<file path="src/hdl/teletext_enhancement_triplet_decoder_assert.svh">
// Assertion macros shared by the triplet decoder files.
`ifndef TELETEXT_ENHANCEMENT_TRIPLET_DECODER_ASSERT_SVH
`define TELETEXT_ENHANCEMENT_TRIPLET_DECODER_ASSERT_SVH

// same-cycle implication
`define TETD_ASSERT_NOW(lbl, clk, rst, ante, cons, msg) \
  lbl: assert property (@(posedge clk) disable iff (rst) (ante) |-> (cons)) \
    else $error(msg);

// next-cycle implication
`define TETD_ASSERT_NEXT(lbl, clk, rst, ante, cons, msg) \
  lbl: assert property (@(posedge clk) disable iff (rst) (ante) |=> (cons)) \
    else $error(msg);

`endif

</file>
<file path="src/hdl/tetd_pkg.sv">
// Types, constants and character tables of the enhancement triplet decoder.
`timescale 1ns / 1ps
package tetd_pkg;

  localparam int TRIPLET_W = 18;
  localparam int ROW_W     = 5;
  localparam int COL_W     = 6;
  localparam int CHAR_W    = 8;

  localparam int PAGE_WIDTH  = 40;
  localparam int PAGE_HEIGHT = 25;

  localparam logic [10:0] FILLER      = 11'd2047;
  localparam logic [5:0]  ROW_ADR_MIN = 6'd40;
  localparam logic [5:0]  ROW_ADR_TOP = 6'd63;
  localparam logic [4:0]  ROW_LAST    = 5'd24;
  localparam logic [6:0]  G2_FIRST    = 7'd32;

  localparam logic [4:0] MODE_SET_ROW     = 5'd1;
  localparam logic [4:0] MODE_SET_ROW_ALT = 5'd4;
  localparam logic [4:0] MODE_ROW_HOME    = 5'd7;
  localparam logic [4:0] MODE_G2          = 5'd15;
  localparam logic [4:0] MODE_MARK_FIRST  = 5'd16;

  typedef struct packed {
    logic [TRIPLET_W-1:0] triplet;
    logic                 page_start;
  } in_item_t;

  typedef struct packed {
    logic              hit;
    logic [ROW_W-1:0]  row;
    logic [COL_W-1:0]  column;
    logic [CHAR_W-1:0] char_code;
  } result_t;

  localparam logic [7:0] G2_LATIN1 [96] = '{
    8'h20,8'hA1,8'hA2,8'hA3,8'h24,8'hA5,8'h23,8'hA7,8'hA4,8'h27,8'h22,8'hAB,8'h20,8'h20,8'h20,8'h20,
    8'hB0,8'hB1,8'hB2,8'hB3,8'hD7,8'hB5,8'hB6,8'hB7,8'hF7,8'h27,8'h22,8'hBB,8'hBC,8'hBD,8'hBE,8'hBF,
    8'h20,8'h60,8'hB4,8'h5E,8'h7E,8'h20,8'h20,8'h20,8'hA8,8'h2E,8'hB0,8'hB8,8'h5F,8'h22,8'h20,8'h20,
    8'h5F,8'hB9,8'hAE,8'hA9,8'h20,8'h20,8'h20,8'h20,8'h20,8'h20,8'h20,8'h20,8'h20,8'h20,8'h20,8'h20,
    8'h20,8'hC6,8'hD0,8'hAA,8'h48,8'h20,8'h49,8'h4C,8'h4C,8'hD8,8'h20,8'hBA,8'hDE,8'h54,8'h4E,8'h6E,
    8'h4B,8'hE6,8'h64,8'hF0,8'h68,8'h69,8'h69,8'h6C,8'h6C,8'hF8,8'h20,8'hDF,8'hFE,8'h74,8'h6E,8'h7F
  };

  localparam logic [7:0] G2_LATIN2 [96] = '{
    8'h20,8'h69,8'h63,8'h4C,8'h24,8'h59,8'h23,8'hA7,8'hA4,8'h27,8'h22,8'h3C,8'h20,8'h20,8'h20,8'h20,
    8'hB0,8'h20,8'h20,8'h20,8'hD7,8'h75,8'h20,8'h20,8'hF7,8'h27,8'h22,8'h3E,8'h20,8'h20,8'h20,8'h20,
    8'h20,8'h60,8'hB4,8'h5E,8'h7E,8'h20,8'hA2,8'hFF,8'hA8,8'h2E,8'hB0,8'hB8,8'h5F,8'hBD,8'hB2,8'hB7,
    8'h2D,8'h20,8'h52,8'h43,8'h20,8'h20,8'h20,8'h20,8'h20,8'h20,8'h20,8'h20,8'h20,8'h20,8'h20,8'h20,
    8'h20,8'h20,8'hD0,8'h61,8'h48,8'h20,8'h69,8'h4C,8'hA3,8'h4F,8'h20,8'h6F,8'h70,8'h54,8'h4E,8'h6E,
    8'h4B,8'h20,8'hF0,8'h64,8'h68,8'h69,8'h69,8'h6C,8'hB3,8'h6F,8'h20,8'hDF,8'h70,8'h74,8'h6E,8'h7F
  };

  // diacritical mark composition: returns {latin1 code, latin2 code}
  function automatic logic [15:0] mark_pair(logic [3:0] mark, logic [6:0] data);
    logic [15:0] p;
    case ({mark, data})
      {4'd0, 7'h23}: p = 16'hA424;
      {4'd1, 7'h20}: p = 16'h6060;
      {4'd1, 7'h61}: p = 16'hE061;
      {4'd1, 7'h65}: p = 16'hE865;
      {4'd1, 7'h69}: p = 16'hEC69;
      {4'd1, 7'h6F}: p = 16'hF26F;
      {4'd1, 7'h75}: p = 16'hF975;
      {4'd1, 7'h41}: p = 16'hC041;
      {4'd1, 7'h45}: p = 16'hC845;
      {4'd1, 7'h49}: p = 16'hCC49;
      {4'd1, 7'h4F}: p = 16'hD24F;
      {4'd1, 7'h55}: p = 16'hD955;
      {4'd2, 7'h20}: p = 16'h2727;
      {4'd2, 7'h61}: p = 16'hE1E1;
      {4'd2, 7'h63}: p = 16'h63E6;
      {4'd2, 7'h65}: p = 16'hE9E9;
      {4'd2, 7'h69}: p = 16'hEDED;
      {4'd2, 7'h6C}: p = 16'h6CE5;
      {4'd2, 7'h6E}: p = 16'h6EF1;
      {4'd2, 7'h6F}: p = 16'hF3F3;
      {4'd2, 7'h72}: p = 16'h72E0;
      {4'd2, 7'h73}: p = 16'h73B6;
      {4'd2, 7'h75}: p = 16'hFAFA;
      {4'd2, 7'h79}: p = 16'hFDFD;
      {4'd2, 7'h7A}: p = 16'h7ABC;
      {4'd2, 7'h41}: p = 16'hC1C1;
      {4'd2, 7'h43}: p = 16'h43C6;
      {4'd2, 7'h45}: p = 16'hC9C9;
      {4'd2, 7'h49}: p = 16'hCDCD;
      {4'd2, 7'h4C}: p = 16'h4CC5;
      {4'd2, 7'h4E}: p = 16'h4ED1;
      {4'd2, 7'h4F}: p = 16'hD3D3;
      {4'd2, 7'h52}: p = 16'h52C0;
      {4'd2, 7'h53}: p = 16'h53A6;
      {4'd2, 7'h55}: p = 16'hDADA;
      {4'd2, 7'h59}: p = 16'hDDDD;
      {4'd2, 7'h5A}: p = 16'h5AAC;
      {4'd3, 7'h20}: p = 16'h5E5E;
      {4'd3, 7'h61}: p = 16'hE2E2;
      {4'd3, 7'h65}: p = 16'hEA65;
      {4'd3, 7'h69}: p = 16'hEEEE;
      {4'd3, 7'h6F}: p = 16'hF4F4;
      {4'd3, 7'h75}: p = 16'hFB75;
      {4'd3, 7'h41}: p = 16'hC2C2;
      {4'd3, 7'h45}: p = 16'hCA45;
      {4'd3, 7'h49}: p = 16'hCECE;
      {4'd3, 7'h4F}: p = 16'hD4D4;
      {4'd3, 7'h55}: p = 16'hDB55;
      {4'd4, 7'h20}: p = 16'h7E7E;
      {4'd4, 7'h61}: p = 16'hE361;
      {4'd4, 7'h6E}: p = 16'hF16E;
      {4'd4, 7'h6F}: p = 16'hF56F;
      {4'd4, 7'h41}: p = 16'hC341;
      {4'd4, 7'h4E}: p = 16'hD14E;
      {4'd4, 7'h4F}: p = 16'hD54F;
      {4'd6, 7'h61}: p = 16'h61E3;
      {4'd6, 7'h41}: p = 16'h41C3;
      {4'd7, 7'h7A}: p = 16'h7ABF;
      {4'd7, 7'h5A}: p = 16'h5AAF;
      {4'd8, 7'h61}: p = 16'hE4E4;
      {4'd8, 7'h65}: p = 16'hEBEB;
      {4'd8, 7'h69}: p = 16'hEF69;
      {4'd8, 7'h6F}: p = 16'hF6F6;
      {4'd8, 7'h75}: p = 16'hFCFC;
      {4'd8, 7'h41}: p = 16'hC4C4;
      {4'd8, 7'h45}: p = 16'hCBCB;
      {4'd8, 7'h49}: p = 16'hCF49;
      {4'd8, 7'h4F}: p = 16'hD6D6;
      {4'd8, 7'h55}: p = 16'hDCDC;
      {4'd10, 7'h20}: p = 16'hB0B0;
      {4'd10, 7'h61}: p = 16'hE561;
      {4'd10, 7'h75}: p = 16'h75F9;
      {4'd10, 7'h41}: p = 16'hC541;
      {4'd10, 7'h55}: p = 16'h55D9;
      {4'd11, 7'h63}: p = 16'hE7E7;
      {4'd11, 7'h73}: p = 16'h73BA;
      {4'd11, 7'h74}: p = 16'h74FE;
      {4'd11, 7'h43}: p = 16'hC7C7;
      {4'd11, 7'h53}: p = 16'h53AA;
      {4'd11, 7'h54}: p = 16'h54DE;
      {4'd12, 7'h20}: p = 16'h5F5F;
      {4'd13, 7'h20}: p = 16'h2222;
      {4'd13, 7'h6F}: p = 16'h6FF5;
      {4'd13, 7'h75}: p = 16'h75FB;
      {4'd13, 7'h4F}: p = 16'h4FD5;
      {4'd13, 7'h55}: p = 16'h55DB;
      {4'd14, 7'h61}: p = 16'h61B1;
      {4'd14, 7'h65}: p = 16'h65EA;
      {4'd14, 7'h41}: p = 16'h41A1;
      {4'd14, 7'h45}: p = 16'h45CA;
      {4'd15, 7'h63}: p = 16'h63E8;
      {4'd15, 7'h64}: p = 16'h64EF;
      {4'd15, 7'h65}: p = 16'h65EC;
      {4'd15, 7'h6C}: p = 16'h6CB5;
      {4'd15, 7'h6E}: p = 16'h6EF2;
      {4'd15, 7'h72}: p = 16'h72F8;
      {4'd15, 7'h73}: p = 16'h73B9;
      {4'd15, 7'h74}: p = 16'h74BB;
      {4'd15, 7'h7A}: p = 16'h7ABE;
      {4'd15, 7'h43}: p = 16'h43C8;
      {4'd15, 7'h44}: p = 16'h44CF;
      {4'd15, 7'h45}: p = 16'h45CC;
      {4'd15, 7'h4C}: p = 16'h4CA5;
      {4'd15, 7'h4E}: p = 16'h4ED2;
      {4'd15, 7'h52}: p = 16'h52D8;
      {4'd15, 7'h53}: p = 16'h53A9;
      {4'd15, 7'h54}: p = 16'h54AB;
      {4'd15, 7'h5A}: p = 16'h5AAE;
      default:        p = {1'b0, data, 1'b0, data};
    endcase
    return p;
  endfunction

endpackage

</file>
<file path="src/hdl/tetd_in_if.sv">
// Triplet input channel.
`timescale 1ns / 1ps
interface tetd_in_if;
  logic                           valid;
  logic                           ready;
  logic [tetd_pkg::TRIPLET_W-1:0] triplet;
  logic                           page_start;

  modport source (output valid, triplet, page_start, input ready);
  modport sink (input valid, triplet, page_start, output ready);
endinterface

</file>
<file path="src/hdl/tetd_out_if.sv">
// Character write output channel.
`timescale 1ns / 1ps
interface tetd_out_if;
  logic                        valid;
  logic                        ready;
  logic [tetd_pkg::ROW_W-1:0]  row;
  logic [tetd_pkg::COL_W-1:0]  column;
  logic [tetd_pkg::CHAR_W-1:0] char_code;

  modport source (output valid, row, column, char_code, input ready);
  modport sink (input valid, row, column, char_code, output ready);
endinterface

</file>
<file path="src/hdl/teletext_enhancement_triplet_decoder.sv">
// Top level of the enhancement triplet decoder.
//
//   channel    direction  handshake     payload
//   triplets   in         valid/ready   triplet[17:0], page_start
//   chars      out        valid/ready   row[4:0], column[5:0], char_code[7:0]
//   cfg        in         cfg_wr_en     cfg_wr_data (charset_latin1)
//
// One triplet per cycle unless a character meets a stalled result register;
// a character passes from the input register into the result register.
// Reset clears the active row, the stage valid flags and selects Latin-1.
// A stalled result register holds a pending character; input ready then drops.
`timescale 1ns / 1ps
`include "teletext_enhancement_triplet_decoder_assert.svh"
module teletext_enhancement_triplet_decoder (
  input  logic      clk,
  input  logic      rst,
  input  logic      cfg_wr_en,
  input  logic      cfg_wr_data,
  tetd_in_if.sink   triplets,
  tetd_out_if.source chars
);
  import tetd_pkg::*;

  logic     charset_latin1;
  logic     valid;
  in_item_t item;
  result_t  res;
  logic     take;
  logic     free;

  assign take           = valid && (!res.hit || free);
  assign triplets.ready = !valid || take;

  always_ff @(posedge clk) begin
    if (rst) begin
      charset_latin1 <= 1'b1;
    end else if (cfg_wr_en) begin
      charset_latin1 <= cfg_wr_data;
    end
  end

  always_ff @(posedge clk) begin
    if (rst) begin
      valid <= 1'b0;
    end else if (triplets.ready) begin
      valid <= triplets.valid;
    end
  end

  always_ff @(posedge clk) begin
    if (triplets.ready && triplets.valid) begin
      item.triplet    <= triplets.triplet;
      item.page_start <= triplets.page_start;
    end
  end

  tetd_decode u_decode (
    .clk            (clk),
    .rst            (rst),
    .take           (take),
    .item           (item),
    .charset_latin1 (charset_latin1),
    .res            (res)
  );

  tetd_out_stage u_out (
    .clk   (clk),
    .rst   (rst),
    .load  (take && res.hit),
    .res   (res),
    .free  (free),
    .chars (chars)
  );

  `TETD_ASSERT_NOW(a_load_free, clk, rst, take && res.hit, free,
    "result loaded over a pending transaction")
  `TETD_ASSERT_NOW(a_col_range, clk, rst, chars.valid, 32'(chars.column) < PAGE_WIDTH,
    "column outside page")
  `TETD_ASSERT_NEXT(a_stall_holds, clk, rst, valid && !take, valid,
    "pending triplet dropped")
endmodule

</file>
<file path="src/hdl/tetd_decode.sv">
// Triplet decode and active row register.
`timescale 1ns / 1ps
`include "teletext_enhancement_triplet_decoder_assert.svh"
module tetd_decode (
  input  logic               clk,
  input  logic               rst,
  input  logic               take,
  input  tetd_pkg::in_item_t item,
  input  logic               charset_latin1,
  output tetd_pkg::result_t  res
);
  import tetd_pkg::*;

  logic [ROW_W-1:0] active_row;
  logic [ROW_W-1:0] active_row_next;
  logic [ROW_W-1:0] base_row;
  logic [ROW_W-1:0] row_adr;
  logic [5:0]       adr;
  logic [4:0]       mode;
  logic [6:0]       data;
  logic [6:0]       g2_idx;
  logic [15:0]      pair;
  logic             filler;
  logic             row_func;
  logic             g2_hit;

  assign adr      = item.triplet[5:0];
  assign mode     = item.triplet[10:6];
  assign data     = item.triplet[17:11];
  assign filler   = (item.triplet[10:0] == FILLER);
  assign row_func = (adr >= ROW_ADR_MIN);
  assign base_row = item.page_start ? '0 : active_row;
  assign g2_idx   = data - G2_FIRST;
  assign pair     = mark_pair(mode[3:0], data);
  assign g2_hit   = (mode == MODE_G2) && (data >= G2_FIRST);

  always_comb begin
    row_adr = 5'(adr - ROW_ADR_MIN);
    if (row_adr == '0) begin
      row_adr = ROW_LAST;
    end
  end

  always_comb begin
    active_row_next = base_row;
    if (!filler && row_func) begin
      if (mode inside {MODE_SET_ROW, MODE_SET_ROW_ALT}) begin
        active_row_next = row_adr;
      end else if (mode == MODE_ROW_HOME && adr == ROW_ADR_TOP) begin
        active_row_next = '0;
      end
    end
  end

  always_comb begin
    res.hit = !filler && !row_func && (32'(adr) < PAGE_WIDTH)
              && (32'(base_row) < PAGE_HEIGHT)
              && (g2_hit || mode >= MODE_MARK_FIRST);
    res.row    = base_row;
    res.column = adr;
    if (mode == MODE_G2) begin
      res.char_code = charset_latin1 ? G2_LATIN1[g2_idx] : G2_LATIN2[g2_idx];
    end else begin
      res.char_code = charset_latin1 ? pair[15:8] : pair[7:0];
    end
  end

  always_ff @(posedge clk) begin
    if (rst) begin
      active_row <= '0;
    end else if (take) begin
      active_row <= active_row_next;
    end
  end

  `TETD_ASSERT_NOW(a_row_in_page, clk, rst, 1'b1, active_row <= ROW_LAST,
    "active row beyond last page row")
  `TETD_ASSERT_NEXT(a_page_start_home, clk, rst, take && item.page_start && filler,
    active_row == '0, "page start did not clear active row")
  `TETD_ASSERT_NOW(a_hit_column_only, clk, rst, res.hit, !row_func && !filler,
    "result from row function or filler")
endmodule

</file>
<file path="src/hdl/tetd_out_stage.sv">
// Output result register.
`timescale 1ns / 1ps
module tetd_out_stage (
  input  logic              clk,
  input  logic              rst,
  input  logic              load,
  input  tetd_pkg::result_t res,
  output logic              free,
  tetd_out_if.source        chars
);
  import tetd_pkg::*;

  logic              valid;
  logic [ROW_W-1:0]  row;
  logic [COL_W-1:0]  column;
  logic [CHAR_W-1:0] char_code;

  assign free = !valid || chars.ready;

  always_ff @(posedge clk) begin
    if (rst) begin
      valid <= 1'b0;
    end else if (load) begin
      valid <= 1'b1;
    end else if (chars.ready) begin
      valid <= 1'b0;
    end
  end

  always_ff @(posedge clk) begin
    if (load) begin
      row       <= res.row;
      column    <= res.column;
      char_code <= res.char_code;
    end
  end

  assign chars.valid     = valid;
  assign chars.row       = row;
  assign chars.column    = column;
  assign chars.char_code = char_code;
endmodule

</file>
<file path="src/flat_wrapper.sv">
// flat-port wrapper written by rule: the top's interface ports become plain ports
module teletext_enhancement_triplet_decoder_flat import tetd_pkg::*;
  (clk, rst, cfg_wr_en, cfg_wr_data, triplets_valid, triplets_triplet, triplets_page_start, triplets_ready, chars_valid, chars_row, chars_column, chars_char_code, chars_ready);
  tetd_in_if triplets_i ();
  tetd_out_if chars_i ();
  input  logic clk;
  input  logic rst;
  input  logic cfg_wr_en;
  input  logic cfg_wr_data;
  input wire logic [$bits(triplets_i.valid)-1:0] triplets_valid;
  input wire logic [$bits(triplets_i.triplet)-1:0] triplets_triplet;
  input wire logic [$bits(triplets_i.page_start)-1:0] triplets_page_start;
  output wire logic [$bits(triplets_i.ready)-1:0] triplets_ready;
  output wire logic [$bits(chars_i.valid)-1:0] chars_valid;
  output wire logic [$bits(chars_i.row)-1:0] chars_row;
  output wire logic [$bits(chars_i.column)-1:0] chars_column;
  output wire logic [$bits(chars_i.char_code)-1:0] chars_char_code;
  input wire logic [$bits(chars_i.ready)-1:0] chars_ready;
  assign triplets_i.valid = triplets_valid;
  assign triplets_i.triplet = triplets_triplet;
  assign triplets_i.page_start = triplets_page_start;
  assign triplets_ready = triplets_i.ready;
  assign chars_valid = chars_i.valid;
  assign chars_row = chars_i.row;
  assign chars_column = chars_i.column;
  assign chars_char_code = chars_i.char_code;
  assign chars_i.ready = chars_ready;
  teletext_enhancement_triplet_decoder u_core (.clk(clk), .rst(rst), .cfg_wr_en(cfg_wr_en), .cfg_wr_data(cfg_wr_data), .triplets(triplets_i), .chars(chars_i));
endmodule
</file>
<file path="config.mk">
export PLATFORM = sky130hd
export DESIGN_NAME = teletext_enhancement_triplet_decoder_flat
export DESIGN_NICKNAME = d
export VERILOG_FILES = /design/src/hdl/tetd_pkg.sv /design/src/hdl/tetd_in_if.sv /design/src/hdl/tetd_out_if.sv /design/src/hdl/teletext_enhancement_triplet_decoder.sv /design/src/hdl/tetd_decode.sv /design/src/hdl/tetd_out_stage.sv /design/src/flat_wrapper.sv
export VERILOG_INCLUDE_DIRS = /design/src /design/src/hdl
export SDC_FILE = /design/constraint.sdc
export NUM_CORES = 1
export LEC_CHECK = 0
export ABC_AREA = 1
export BUFFER_PORTS_ARGS = -buffer_cell sky130_fd_sc_hd__buf_2
export CAP_MARGIN = 20
export CORE_MARGIN = 3
export CORE_UTILIZATION = 40
export CTS_CLUSTER_SIZE = 28
export DETAILED_ROUTE_END_ITERATION = 12
export PLACE_DENSITY = 0.61
export REMOVE_ABC_BUFFERS = 1
export SLEW_MARGIN = 20
export SYNTH_ARGS = -nofsm -noshare
export SYNTH_HDL_FRONTEND = slang
export SYNTH_SLANG_ARGS = --single-unit
</file>
<file path="constraint.sdc">
create_clock -name clk -period 4.5 [get_ports clk]
set_clock_uncertainty 0.15 [all_clocks]
set_input_delay 0.675 -clock clk [delete_from_list [all_inputs] [get_ports clk]]
set_output_delay 0.675 -clock clk [all_outputs]
set_load 0.03 [all_outputs]
</file>
==> run metrics <==
measured slew at the worst slew-check pin=1.09 ns; initial antenna violation count=0; post-synth top area share=0.204; sequential-to-total area share from yosys stat=0.202; worst skew pair latency=0.28 ns; Reg2Reg Depth=17; Seq cells post-synth=46; reg-to-reg setup timing slack=0.70 ns; Post-route DRC=0; worst-path cell chain=clkinv_1 -> ha_1 -> nand2_1 -> nor2_2 -> buf_4 -> nand3_1 -> nand2_1 -> a21oi_1 -> nand2_1 -> nor2_1 -> nand2_1 -> nor2_1 -> nand2_1 -> nand2_1 -> nand2_1 -> nand2_1 -> nand2_1; setup_tns=0 ns; Period minus WS final=3.80 ns; crit-path max FO=29; Initial Util=0.415; routed via count=9,113; Max Root-Sink Buffers=2; Worst slew margin=0.264; maximum vdd drop=0.291 mV; synthesized area=0.00643 mm²; hold path cells=2; Reg-to-Reg End=u_core.u_out.chars.char_code[3]; critical setup path kind=register to register; DP Cell Count=1,409; endpoints failing setup=0; first-pass GRT wire length=53,300 µm; startpoint types=register; gr ovfl total=0; largest net degree at the start of global routing=30; outcome=completed; hold endpoint=u_core.u_out.chars.valid; Synth top cells by count=nand2_1, nor2_1, nand3_1; critical path's most frequent cell=nand2_1; Root Buffer=clkbuf_16; Post-synth EDFFs=38; Worst EP required=4.39 ns; Yosys top cell by area=nand2_1; I/O pin total=46; cell with the most instances after synthesis=nand2_1; Final Hold Fails=0; H-tree depth=2; Inserted Clock Buffers=5; Post-CTS Setup Repair Bufs=0; Critical Path AT=3.69 ns; cts hold-fix bufs=0; HPWL after DPL=27,600 µm; Final ANT Viol Nets=0; Synth cell types=39; fin. max-slew vios=0; Clock Pin Slew Worst Setup and Hold Paths=0.06 ns; Routed WL=36,200 µm; Core ar.=0.0155 mm²; Top Family by Delay on Critical Path=simple AND/OR/NAND/NOR gates; Die X=133 µm; CP max stage delay=0.62 ns; CP Capture Type=register; top cells by area, synth=nand2_1, edfxtp_1, nand3_1; Rows=45; proportion of layout cells with a drive suffix above 1=0.113; Power Density=182 mW/mm²; post-CTS sizing=0; R2R Path Start=u_core.item[13]; post-synthesis cell count=1,161; overall routing resource usage=0.397; DIE HEIGHT=133 µm; Yosys warning total=0; Hold Startpoint=u_core.u_out.chars.valid; WL/cell=25.5 µm; number of global-route vias before repair=8,500; final std cells w/o fill=1,417; leakage=4.05 nW; PortBufs=45; HP Class=register to register; Via density=6.43; CP bufs+invs=2; drt pass-1 iters=6; Max Clk Rate=263 MHz; CTS tree=yes; Final Net Count=1,242; Hold Slack=0.349 ns; drt initial violations=1,636; Top FF cell, synth=edfxtp_1; Antenna diodes=0; RSZ-0062 raised after global routing=no; Area Growth Syn to Fin=10.8%; die area=0.0176 mm²; clk sinks=46; # Max-Cap Violations=0; Placer Congestion=1.19; Post-Syn Area per Cell=5.54 µm²; Crit-path slowest cell=edfxtp_1; total power=0.00130 W; async set-reset flop share out of synthesis=0; Core Util, Final=0.460; Final period util=0.845
## per-stage QoR
step / cell area [µm²] / setup WS, ns
3_3_place_gp: 6960 / 0.955
4_1_cts: 7120 / 0.891
5_1_grt: 7120 / 0.531
3_5_place_dp: 6960 / 0.937
6_report: 7120 / 0.700
2_1_floorplan: 6220 / 1.00
## routing by layer
layer	part of all wire	track usage	vias to the layer above	wire, µm
met2	0.42	0.594	835	15100
li1	-	-	3968	-
met4	0.099	0.314	0	3590
met1	0.35	0.479	4074	12700
met5	0	0	-	0
met3	0.13	0.109	236	4830
## tightest hold or removal path: stages, from the launching register on
cell	delay (ns)
dfxtp_1	0.33
nand2_1	0.07
a21oi_1	0.05
## placed cells by master, fill, tap and decap left out, types with 24 or more instances in the layout
master / count
nand2_1: 350
nor3_1: 24
o21ai_0: 56
inv_1: 89
nand4_1: 36
edfxtp_1: 38
nand3_1: 164
buf_4: 32
buf_2: 45
a21oi_1: 41
nor2_1: 199
## worst max-delay path by stage
stage | start | endpoint | slack, ns | depth (start not counted)
CTS | u_core.item[13] | u_core.u_out.chars.char_code[3] | 0.89 | 17
detailed placement | u_core.item[13] | u_core.u_out.chars.char_code[3] | 0.94 | 17
floorplan | u_core.item[13] | u_core.u_out.chars.char_code[6] | 1.00 | 15
global placement | u_core.item[13] | u_core.u_out.chars.char_code[6] | 0.96 | 17
global route | u_core.item[13] | u_core.u_out.chars.char_code[3] | 0.53 | 17
finish | u_core.item[13] | u_core.u_out.chars.char_code[3] | 0.70 | 17
## state kept, by name, summed over array words and instances (netlist names)
name	count
u_core.u_out.chars.row	5
u_core.u_out.chars.column	6
u_core.item	19
u_core.u_out.chars.valid	1
u_core.charset_latin1	1
u_core.u_decode.active_row	5
u_core.u_out.chars.char_code	8
u_core.valid	1
## area by class of cell
cell class | count | area, µm²
Inverter | 103 | 387
Timing Repair Buffer | 77 | 465
Fill cell | 1696 | 8360
Tap cell | 211 | 264
Clock inverter | 2 | 37.5
Sequential cell | 46 | 1300
Multi-Input combinational cell | 972 | 4540
Clock buffer | 6 | 129
## cells by family (layout without fill, tap and decap cells)
group / Yosys count / count (layout) / synth area share
flip-flops: 46 / 46 / 0.202
AO/OA/AOI/OAI: 132 / 132 / 0.115
adder cells (fa/ha/maj): 12 / 12 / 0.0234
buffers and inverters: 143 / 188 / 0.0921
AND/OR/NAND/NOR: 828 / 828 / 0.567
## where the power goes
group,internal (W),leakage (nW),switching (W)
Sequential,0.000484,0.423,0.0000224
Combinational,0.000104,3.55,0.000279
Clock,0.000262,0.0771,0.000145
(Power assumes the default switching activity.)
